--- src/itc_pkg.sv ---
// Package for the three-channel interval timer.
// Holds item modes, port and access-order constants and the sequencer state type; no dependencies.
`default_nettype none
package itc_pkg;
  localparam logic [1:0] ModeWrite = 2'd0;
  localparam logic [1:0] ModeRead  = 2'd1;
  localparam logic [1:0] ModeTick  = 2'd2;
  localparam logic [15:0] CtrlPort = 16'h0043;
  localparam logic [15:0] BasePort = 16'h0040;
  localparam logic [1:0] OrderLatch = 2'd0;
  localparam logic [1:0] OrderLow   = 2'd1;
  localparam logic [1:0] OrderHigh  = 2'd2;

  typedef enum logic [4:0] {
    StIdle = 5'b00001,
    StPrep = 5'b00010,
    StDiv  = 5'b00100,
    StFin  = 5'b01000,
    StOut  = 5'b10000
  } state_e;
endpackage
`default_nettype wire

--- src/interval_timer_three_channel.sv ---
// Top level of the three-channel interval timer: port decode, channel state
// and a shared restoring divider for tick items. Uses itc_pkg.
//
// Channel | Direction | Fields
// s_axis  | in        | tdata: mode[1:0], port_address[17:2], write_data[25:18],
//         |           |        tick_count[57:26]
// m_axis  | out       | tdata: read_data[7:0], channel0_fired[8], channel2_flag[9]
//
// Writes and reads pass through the prepare state before output. A tick item
// handles the channels one after another; each channel needs a prepare state,
// and 32 divider steps and a finish state when it reaches terminal count.
// Input ready is low until the result has been taken.
// Reset is asynchronous; it clears all channel state and sets each access order to low-then-high.
`default_nettype none
module interval_timer_three_channel #(
  parameter int NUM_CHANNELS = 3
) (
  input  wire logic        clk_i,
  input  wire logic        rst_ni,
  input  wire logic        s_axis_tvalid,
  output logic             s_axis_tready,
  input  wire logic [63:0] s_axis_tdata,  // mode, port_address, write_data, tick_count
  output logic             m_axis_tvalid,
  input  wire logic        m_axis_tready,
  output logic [15:0]      m_axis_tdata   // read_data, channel0_fired, channel2_flag
);
  localparam int NC = (NUM_CHANNELS < 1) ? 1 : NUM_CHANNELS;
  localparam int CW = (NC > 1) ? $clog2(NC) : 1;
  // Only the first three channels are ever advanced.
  localparam int NA = (NC > 3) ? 3 : NC;

  itc_pkg::state_e st_q, st_d;
  logic [15:0] rl_q [NC];
  logic [15:0] cnt_q [NC];
  logic [15:0] lat_q [NC];
  logic [NC-1:0] held_q, whn_q, rhn_q, fired_q;
  logic [1:0]  ord_q [NC];

  logic [1:0]  mode_q;
  logic [15:0] port_q;
  logic [7:0]  wd_q;
  logic [31:0] ticks_q;
  logic [CW-1:0] ch_q;
  logic [5:0]  step_q;
  logic [31:0] num_q;   // dividend shifting out
  logic [16:0] rem_q;
  logic [16:0] div_q;   // reload as 1..65536
  logic [7:0]  rd_q;
  logic        f0_q;

  assign s_axis_tready = (st_q == itc_pkg::StIdle);
  assign m_axis_tvalid = (st_q == itc_pkg::StOut);

  logic f2;
  always_comb begin
    f2 = 1'b0;
    if (NC > 2) f2 = fired_q[NC-1];
  end
  assign m_axis_tdata = {6'd0, f2, f0_q, rd_q};

  // Decode of the held item.
  logic [15:0] off;
  logic        port_ok;
  logic [CW-1:0] pch;
  logic [1:0]  sel, rw;
  logic        sel_ok;
  logic [CW-1:0] sch;
  assign off = port_q - itc_pkg::BasePort;
  assign port_ok = (port_q >= itc_pkg::BasePort) && (port_q != itc_pkg::CtrlPort)
                   && (off < 16'(NC)) && (off < 16'd3);
  assign pch = off[CW-1:0];
  assign sel = wd_q[7:6];
  assign rw  = wd_q[5:4];
  assign sel_ok = (sel != 2'd3) && ({30'd0, sel} < NC);
  assign sch = sel[CW-1:0];

  // Tick preparation for the current channel.
  logic [16:0] rl_x, cnt_x;
  logic [31:0] diff;
  assign rl_x  = (rl_q[ch_q] == 16'd0) ? 17'h10000 : {1'b0, rl_q[ch_q]};
  assign cnt_x = (cnt_q[ch_q] == 16'd0) ? rl_x : {1'b0, cnt_q[ch_q]};
  assign diff  = ticks_q - {15'd0, cnt_x};

  logic [17:0] trial;
  assign trial = {rem_q, num_q[31]} - {1'b0, div_q};

  always_comb begin
    st_d = st_q;
    case (st_q)
      itc_pkg::StIdle: if (s_axis_tvalid) st_d = itc_pkg::StPrep;
      itc_pkg::StPrep: begin
        if (mode_q != itc_pkg::ModeTick) st_d = itc_pkg::StOut;
        else if (ticks_q >= {15'd0, cnt_x}) st_d = itc_pkg::StDiv;
        else if (ch_q == CW'(NA - 1)) st_d = itc_pkg::StOut;
      end
      itc_pkg::StDiv: if (step_q == 6'd31) st_d = itc_pkg::StFin;
      itc_pkg::StFin:
        if (ch_q == CW'(NA - 1)) st_d = itc_pkg::StOut;
        else st_d = itc_pkg::StPrep;
      itc_pkg::StOut: if (m_axis_tready) st_d = itc_pkg::StIdle;
      default: st_d = itc_pkg::StIdle;
    endcase
  end

  always_ff @(posedge clk_i or negedge rst_ni) begin
    if (!rst_ni) begin
      st_q <= itc_pkg::StIdle;
      for (int i = 0; i < NC; i++) begin
        rl_q[i] <= '0; cnt_q[i] <= '0; lat_q[i] <= '0; ord_q[i] <= 2'd3;
      end
      held_q <= '0; whn_q <= '0; rhn_q <= '0; fired_q <= '0;
      ch_q <= '0; step_q <= '0; f0_q <= 1'b0; rd_q <= '0; mode_q <= '0;
    end else begin
      st_q <= st_d;
      case (st_q)
        itc_pkg::StIdle: if (s_axis_tvalid) begin
          mode_q  <= s_axis_tdata[1:0];
          port_q  <= s_axis_tdata[17:2];
          wd_q    <= s_axis_tdata[25:18];
          ticks_q <= s_axis_tdata[57:26];
          ch_q <= '0; f0_q <= 1'b0; rd_q <= '0;
        end
        itc_pkg::StPrep: begin
          if (mode_q == itc_pkg::ModeWrite) begin
            if (port_q == itc_pkg::CtrlPort) begin
              if (sel_ok) begin
                if (rw == itc_pkg::OrderLatch) begin
                  lat_q[sch] <= (cnt_q[sch] != 16'd0) ? cnt_q[sch] : rl_q[sch];
                  held_q[sch] <= 1'b1;
                end else begin
                  ord_q[sch] <= rw; whn_q[sch] <= 1'b0; held_q[sch] <= 1'b0;
                end
              end
            end else if (port_ok) begin
              if (ord_q[pch] == itc_pkg::OrderLow) begin
                rl_q[pch] <= {rl_q[pch][15:8], wd_q};
                cnt_q[pch] <= {rl_q[pch][15:8], wd_q};
              end else if (ord_q[pch] == itc_pkg::OrderHigh || whn_q[pch]) begin
                rl_q[pch] <= {wd_q, rl_q[pch][7:0]};
                cnt_q[pch] <= {wd_q, rl_q[pch][7:0]};
                whn_q[pch] <= 1'b0;
              end else begin
                rl_q[pch][7:0] <= wd_q;
                whn_q[pch] <= 1'b1;
              end
            end
          end else if (mode_q == itc_pkg::ModeRead) begin
            if (port_q == itc_pkg::CtrlPort) rd_q <= 8'd0;
            else if (!port_ok) rd_q <= 8'hFF;
            else begin
              logic [15:0] v;
              v = held_q[pch] ? lat_q[pch] : cnt_q[pch];
              if (ord_q[pch] == itc_pkg::OrderLow) rd_q <= v[7:0];
              else if (ord_q[pch] == itc_pkg::OrderHigh) rd_q <= v[15:8];
              else if (!rhn_q[pch]) begin
                rd_q <= v[7:0]; rhn_q[pch] <= 1'b1;
              end else begin
                rd_q <= v[15:8]; rhn_q[pch] <= 1'b0; held_q[pch] <= 1'b0;
              end
            end
          end else if (mode_q == itc_pkg::ModeTick) begin
            if (ticks_q >= {15'd0, cnt_x}) begin
              num_q <= diff; rem_q <= '0; div_q <= rl_x; step_q <= '0;
              fired_q[ch_q] <= 1'b1;
              if (ch_q == '0) f0_q <= 1'b1;
            end else begin
              cnt_q[ch_q] <= 16'(cnt_x - ticks_q[16:0]);
              ch_q <= ch_q + CW'(1);
            end
          end
        end
        itc_pkg::StDiv: begin
          if (!trial[17]) rem_q <= trial[16:0];
          else rem_q <= {rem_q[15:0], num_q[31]};
          num_q <= {num_q[30:0], 1'b0};
          step_q <= step_q + 6'd1;
        end
        itc_pkg::StFin: begin
          cnt_q[ch_q] <= 16'(div_q - rem_q);
          ch_q <= ch_q + CW'(1);
        end
        default: ;
      endcase
    end
  end
endmodule
`default_nettype wire

--- config.mk ---
export PLATFORM = sky130hd
export DESIGN_NAME = interval_timer_three_channel
export DESIGN_NICKNAME = d
export VERILOG_FILES = /design/src/itc_pkg.sv /design/src/interval_timer_three_channel.sv
export SDC_FILE = /design/constraint.sdc
export NUM_CORES = 1
export LEC_CHECK = 0
export BUFFER_PORTS_ARGS = -buffer_cell sky130_fd_sc_hd__buf_2
export CAP_MARGIN = 25
export CORE_MARGIN = 2
export CORE_UTILIZATION = 38
export CTS_CLUSTER_SIZE = 10
export DETAILED_ROUTE_END_ITERATION = 10
export PLACE_DENSITY = 0.65
export SETUP_SLACK_MARGIN = 0.02
export SLEW_MARGIN = 30
export SYNTH_ARGS = -nofsm -noshare
export SYNTH_HDL_FRONTEND = slang
export SYNTH_SLANG_ARGS = --single-unit
--- constraint.sdc ---
create_clock -name clk_i -period 9.19 [get_ports clk_i]
set_input_delay 0.919 -clock clk_i [delete_from_list [all_inputs] [get_ports clk_i]]
set_output_delay 0.919 -clock clk_i [all_outputs]
set_load 0.005 [all_outputs]
==> results.txt, run 1 <==
Netlist Area Pre-Place: 19,320 µm²
vias in the first global route: 15,520
HPWL Detailed: 40,630 µm
worst-path fanout max: 32
CTS tree: built
first-iteration detailed-routing DRC count: 1,500
Rows: 82
Initial Utilization: 38.52%
cell taking the most area after synthesis: dfrtp_1
CTS buffer count: 37
number of H-tree levels: 2
Hold Path Class: in2async
Netlist cell types: 75
CP arrival: 7460 ps
final clock period utilization by the worst path: 76.52%
fmax: 142.2 MHz
wire length per cell: 20.99 µm
Critical Path RT: 9620 ps
fin util: 42.60%
die area: 52,670 µm²
Post-synth EDFFs: 122
Setup TNS Final: 0 ps
ys async rst share: 60.13%
antenna violations before repair: 0
First-pass DRT Iterations: 5
postcts setup bufs: 0
Die Ht: 229.5 µm
Min Clock Period, post-route: 7032 ps
# IOs: 86
post-synthesis instance total: 2,063
Critical R2R Launch: ch_q[1]
Reg clk slew, reported paths: 60 ps
global-route wire length before repair: 90,230 µm
Seq/Total Area, Yosys: 42.83%
crit end category: flop
DR vias/cell: 5.774
Core ar.: 50,170 µm²
Synth top area share: 22.92%
max cap viols: 0
WS Path Type: reg2reg
Worst Skew: 21.85 ps
Skew-Pair Late Insertion Delay: 550 ps
status: finished clean
grt ovf: 0
crit start category: flop
Final Hold Viols: 0
VDD IR-drop max: 0.0001437 V
final setup violation count: 0
max-slew violations: 0
syn_area_per_cell: 9.367 µm²
placed cell area: 20,280 µm²
Bufs on Longest Clock Path: 3
antenna-violating nets left: 0
synth cell count leaders: 251 x nand2_1, 211 x o21ai_0, 177 x dfrtp_1
RSZ-0062 raised after global routing: no
GP Congestion: 0.8876
register bit count reported by yosys: 306
cts hold-fix bufs: 0
pre-CTS WS: 2098 ps
Layout area overhead: 10.59%
drt drc: 0
post-route cell area: 21,370 µm²
largest net degree at the start of global routing: 69
Critical Path End: cnt_q[5]
Die W: 229.5 µm
Resized cells post-CTS: 0
Synth warnings: 0
Area contributors post-synth: dfrtp_1 23%, edfxtp_1 19%, mux2i_1 7.7%, o21ai_0 5.5%, nand2_1 4.9%
slew margin rel.: 28.60%
gr usage total: 21.83%
worst setup path start: ch_q[1]
final worst setup slack: 2158 ps
Port-buffer cells: 73
actual slew at the worst max-slew pin: 1068 ps
WL final: 58,250 µm
Reg2Reg Setup Slack: 2160 ps
FILL cells: 4,892
top-count cell post-synth: nand2_1
R2R depth: 15
Primary FF master, synth: dfrtp_1
Leak: 8.994 nW
Final nets: 2,222
RR Endpoint: cnt_q[5]
TritonCTS Sinks: 306
Antenna Cells: 0
Root Buffer: clkbuf_16
share of layout cells above drive strength 1: 12.46%
DR vias: 16,020
PD cells: 177.5 nW/µm²
-- worst min path at each step --
stage	cells past startpoint	slack (ps)	endpoint
after floorplan	2	430	ord_q[4]
after global placement	1	440	fired_q[2]
after detailed placement	2	450	ord_q[1]
after CTS	1	370	rd_q[3]
after global routing	1	390	rd_q[6]
final	1	360	rd_q[3]
-- final cells by class --
class	instances	area, µm²	share of cell area, %
Sequential cell	306	8278	38.74
Clock inverter	2	17.52	0.08197
Tap cell	672	840.8	3.934
Inverter	88	330.3	1.546
Multi-Input combinational cell	1544	10240	47.92
Timing Repair Buffer	103	610.6	2.857
Clock buffer	60	1052	4.924
-- per-stage QoR --
stage               std cells  hold slack [ps]  total power, W
CTS                      2775            366.9        0.003803
global placement         2712            439.3        0.002430
global route             2775            392.0        0.003951
finish                   2775            357.0        0.003793
floorplan                2068            434.3        0.002139
detailed placement       2713            448.7        0.002450
-- where the power goes --
part           internal, W  total (W)  leakage (nW)  switching [W]
registers          0.00153    0.00160          3.61      0.0000702
clock network     0.000779    0.00135         0.516       0.000571
logic             0.000278   0.000843          4.87       0.000565
total              0.00259    0.00379          8.99        0.00121
-- critical path, cell delays in order (launching register included) --
cell	delay [ps]
dfrtp_2	1000
nor2_4	400
nand2_1	160
o21ai_0	280
nor4_1	370
and4_1	670
nand2_1	210
ha_1	280
or4_4	430
or3_1	450
or4_4	520
a211o_1	350
or3_4	440
o21ai_4	280
a21o_2	630
mux2_2	400
-- state kept, by name, summed over array words and instances, names as in the netlist, named ones only --
signal,flops
lat_q,48
div_q,17
step_q,6
num_q,32
ch_q,2
rd_q,8
rem_q,17
ticks_q,32
f0_q,1
cnt_q,48
mode_q,2
wd_q,8
st_q,5
rl_q,48
port_q,16
ord_q,6
fired_q,1
-- metal layers --
layer  vias up  part of all wire [%]  global-route usage [%]
met5         -                     0                       0
met1      7811                    42                   29.39
met3       134                   8.3                   4.407
met4         0                   3.8                   8.502
met2       655                    46                   34.48
li1       7422                     -                       -
-- placed cells by master, fill, tap and decap left out, drive strengths merged, types with 28 or more instances in the layout --
cell	n
nand2	251
o21ai	214
dfrtp	177
nor2	175
mux2i	148
a21oi	140
edfxtp	122
buf	102
inv	90
mux2	73
ha	70
clkbuf	61
a211oi	41
xor2	36
nor3	29
nand3	29
a21o	28
-- cell families after synthesis --
logic type	synth area share (%)
compound gates	17.74
xor+xnor	2.765
fa+ha+maj	4.947
buf+inv	4.772
flops	42.83
mux	12.35
other cells	0.01941
simple gates	14.58
Power figures use the tool's default switching activity.
==> run 2: changes to the inputs <==
clock period = 7.3 ns   (was 9.19 ns; I/O delays follow)
==> results.txt, run 2 (same netlist as run 1, synthesis figures left out) <==
Gate power share: 22.4%
WL final: 58,720 µm
Final Hold Viols: 0
fmax: 156.4 MHz
final setup violation count: 0
Leak: 9.066 nW
GP Congestion: 0.9154
status: finished clean
actual slew at the worst max-slew pin: 1093 ps
final worst setup slack: 904.2 ps
max-slew violations: 0
slew margin rel.: 26.37%
crit end category: flop
critical path's slowest cell: dfrtp_2
Reg clk slew, reported paths: 60 ps
First-pass DRT Iterations: 5
worst-path fanout max: 21
Bufs on Longest Clock Path: 3
vias in the first global route: 15,850
R2R depth: 16
Internal Pwr Total: 0.003333 W
largest net degree at the start of global routing: 69
Worst Skew: 16.60 ps
first-iteration detailed-routing DRC count: 1,240
RSZ-0062 raised after global routing: no
antenna violations before repair: 0
number of H-tree levels: 2
Final nets: 2,230
DR vias/cell: 5.770
Die Ht: 229.5 µm
Root Buffer: clkbuf_16
FILL cells: 4,846
grt ovf: 0
die area: 52,670 µm²
Port-buffer cells: 73
WS Path Type: reg2reg
# IOs: 86
Layout area overhead: 11.18%
pre-CTS WS: 1077 ps
final clock period utilization by the worst path: 87.61%
DR vias: 16,060
WHS: 41.65 ps
Skew-Pair Late Insertion Delay: 550 ps
Clk network pwr share: 36.3%
most frequent cells in the layout: 251 x nand2_1, 211 x o21ai_0, 176 x dfrtp_1
drt drc: 0
Initial Utilization: 38.52%
Switching Fraction: 31.53%
commonest non-fill, non-tap cell in the layout: nand2_1
cts hold-fix bufs: 0
Resized cells post-CTS: 0
CTS tree: built
Seq pwr share: 41.3%
Die W: 229.5 µm
CTS buffer count: 37
Setup TNS Final: 0 ps
CP arrival: 6820 ps
fin util: 42.82%
gr usage total: 21.97%
Rows: 82
Core ar.: 50,170 µm²
share of layout cells above drive strength 1: 12.59%
top flop regs: cnt_q (48), lat_q (48), rl_q (48)
wire length per cell: 21.09 µm
switching power: 0.001535 W
HPWL Detailed: 41,010 µm
CP max stage delay: 860 ps
global-route wire length before repair: 90,790 µm
Antenna Cells: 0
crit start category: flop
TritonCTS Sinks: 306
postcts setup bufs: 0
Hold Path Class: in2async
antenna-violating nets left: 0
Min Clock Period, post-route: 6396 ps
VDD IR-drop max: 0.0002243 V
CP Cell Sequence: buf_4 > mux2i_1 > o21ai_0 > nor4_1 > and4_1 > nand2_1 > ha_1 > or4_4 > or3_1 > or4_4 > a211o_1 > or3_4 > o21ai_4 > a21o_1 > buf_4 > mux2_2
Critical Path RT: 7730 ps
PD cells: 226.6 nW/µm²
max cap viols: 0
run 2: per-layer routing:
layer	global-route usage, %	wire, µm
met5	0	0
met1	29.13	25160
met2	34.71	26560
met4	9.963	2682
met3	4.246	4308
run 2: cell type report:
cell class	instances	area (µm²)	share of cell area, %
clock buffers	61	1089	5.067
clock inverters	2	38.79	0.1805
well taps	672	840.8	3.914
inverters	88	330.3	1.538
repair buffers	111	679.4	3.162
multi-input cells	1544	10230	47.61
flip-flops and latches	306	8278	38.53
run 2: final timing paths:
kind	slack (ps)	endpoint	startpoint
worst max-delay path	900	cnt_q[23]	ch_q[1]
worst min-delay path	40	rd_q[5]	rst_ni
worst min register to register	450	ord_q[4]	ord_q[4]
worst max register to register	900	cnt_q[23]	ch_q[1]
max in group asynchronous	5520	step_q[2]	rst_ni
min in group clk_i	360	ticks_q[20]	s_axis_tdata[46]
run 2: critical path, delay by kind of cell (launching register included):
kind | cells | cell delay (ps)
AO/OA/AOI/OAI | 4 | 1080
adder cells (fa/ha/maj) | 1 | 250
AND/OR/NAND/NOR | 7 | 2670
flip-flops | 1 | 860
multiplexers | 2 | 610
buffers and inverters | 2 | 750
run 2: metrics by stage:
stage | instance area (µm²) | instances | power, W
CTS | 21460 | 2783 | 0.004882
finish | 21480 | 2784 | 0.004868
global route | 21480 | 2784 | 0.005073
global placement | 20300 | 2720 | 0.003072
detailed placement | 20330 | 2720 | 0.003101
floorplan | 19340 | 2068 | 0.002693
run 2: power groups by stage:
stage	Combinational (W)	Sequential [W]	Clock [W]
floorplan	0.000680	0.00201	0
global placement	0.00103	0.00204	0
detailed placement	0.00106	0.00205	0
CTS	0.00106	0.00201	0.00181
global route	0.00117	0.00203	0.00188
finish	0.00109	0.00201	0.00177
==> run 3: changes to the inputs <==
--- a/config.mk
+++ b/config.mk
@@ -15,3 +15,3 @@
 export SETUP_SLACK_MARGIN = 0.02
-export SLEW_MARGIN = 30
+export SLEW_MARGIN = 40
 export SYNTH_ARGS = -nofsm -noshare
==> constraint.sdc (replaced) <==
create_clock -name clk_i -period 7.3 [get_ports clk_i]
set_input_delay 1.46 -clock clk_i [delete_from_list [all_inputs] [get_ports clk_i]]
set_output_delay 1.46 -clock clk_i [all_outputs]
set_load 0.005 [all_outputs]
==> results.txt, run 3 (same netlist as run 1, synthesis figures left out) <==
Reg2Reg Setup Slack: 800 ps
antenna violations before repair: 0
wire length per cell: 21.05 µm
Hold Path Class: reg2reg
DR vias: 16,120
status: finished clean
final clock period utilization by the worst path: 88.98%
die area: 52,670 µm²
Resized cells post-CTS: 0
FILL cells: 4,857
Rows: 82
hold depth: 1
Skew-Pair Late Insertion Delay: 560 ps
Die W: 229.5 µm
Reg clk slew, reported paths: 60 ps
Critical Path End: cnt_q[5]
largest net degree at the start of global routing: 79
Port-buffer cells: 73
fin util: 42.87%
R2R depth: 17
RSZ-0062 raised after global routing: no
vias in the first global route: 15,670
TritonCTS Sinks: 306
fmax: 154.0 MHz
GP Congestion: 0.9184
Critical R2R Launch: ch_q[1]
VDD IR-drop max: 0.0002429 V
RR Endpoint: cnt_q[5]
crit end category: flop
global-route wire length before repair: 90,740 µm
worst-path fanout max: 21
slew margin rel.: 40.67%
Critical Path RT: 7750 ps
CTS buffer count: 38
grt ovf: 0
cts hold-fix bufs: 0
max-slew violations: 0
PD cells: 225.3 nW/µm²
Setup TNS Final: 0 ps
Core ar.: 50,170 µm²
postcts setup bufs: 0
Bufs on Longest Clock Path: 3
share of layout cells above drive strength 1: 13.03%
top flop regs: cnt_q (48), lat_q (48), rl_q (48)
Min Clock Period, post-route: 6496 ps
Final nets: 2,229
worst setup path start: ch_q[1]
# IOs: 86
antenna-violating nets left: 0
Final Hold Viols: 0
number of H-tree levels: 2
Root Buffer: clkbuf_16
drt drc: 0
final setup violation count: 0
most frequent cells in the layout: 251 x nand2_1, 211 x o21ai_0, 176 x dfrtp_1
First-pass DRT Iterations: 6
DR vias/cell: 5.791
WL final: 58,580 µm
Die Ht: 229.5 µm
actual slew at the worst max-slew pin: 880.7 ps
crit start category: flop
Worst Skew: 24.59 ps
Leak: 9.063 nW
CP arrival: 6940 ps
WS Path Type: reg2reg
commonest non-fill, non-tap cell in the layout: nand2_1
Layout area overhead: 11.31%
HPWL Detailed: 40,730 µm
Initial Utilization: 38.52%
first-iteration detailed-routing DRC count: 1,280
gr usage total: 22.02%
CTS tree: built
max cap viols: 0
Antenna Cells: 0
run 3: cell type report:
type / count / area [µm²] / share of cell area [%]
inverter: 88 / 330.3 / 1.536
sequential: 306 / 8278 / 38.49
clock inverter: 5 / 62.56 / 0.2908
clock buffer: 59 / 1040 / 4.834
timing repair buffer: 109 / 700.7 / 3.258
multi-input combinational: 1544 / 10260 / 47.69
tap: 672 / 840.8 / 3.909
run 3: worst max-delay path, stage by stage, from the launching register on:
cell and delay, ps:
dfrtp_2 840, nor2_4 270, buf_16 240, nand2_1 70, o21ai_0 270, nor4_1 500
and4_1 260, nand2_1 140, ha_1 260, or4_4 430, or3_1 440, or4_4 530
a211o_1 350, or3_4 440, o21ai_4 350, a21o_1 390, buf_12 220, mux2_2 340
run 3: through the flow:
| stage | instance area (µm²) | hold WS (ps) | power [W] | std cells | setup WS, ps |
|---|---|---|---|---|---|
| after global placement | 20310 | 438.2 | 0.003068 | 2718 | 982.8 |
| final | 21510 | 452.0 | 0.004846 | 2783 | 804.4 |
| after detailed placement | 20390 | 442.9 | 0.003106 | 2719 | 947.7 |
| after CTS | 21490 | 457.2 | 0.004865 | 2783 | 911.3 |
| after floorplan | 19340 | 434.3 | 0.002693 | 2068 | 370.4 |
| after global routing | 21510 | 477.3 | 0.005061 | 2783 | 488.3 |
run 3: metal layers:
metal | up-vias | track usage, % | share of wire (%)
li1 | 7449 | - | -
met1 | 7884 | 29.19 | 42
met2 | 646 | 34.58 | 45
met3 | 137 | 5.341 | 8.4
met4 | 0 | 8.705 | 3.7
met5 | - | 0 | 0
run 3: worst min-delay path by stage:
stage / from / endpoint
after floorplan: ord_q[4] / ord_q[4]
after global placement: fired_q[2] / fired_q[2]
final: fired_q[2] / fired_q[2]
after CTS: fired_q[2] / fired_q[2]
after detailed placement: fired_q[2] / fired_q[2]
after global routing: flop / flop
run 3: report_power, final:
group	internal, W	switching (W)
Sequential	0.00193	0.0000896
Clock	0.00101	0.000737
Combinational	0.000360	0.000723
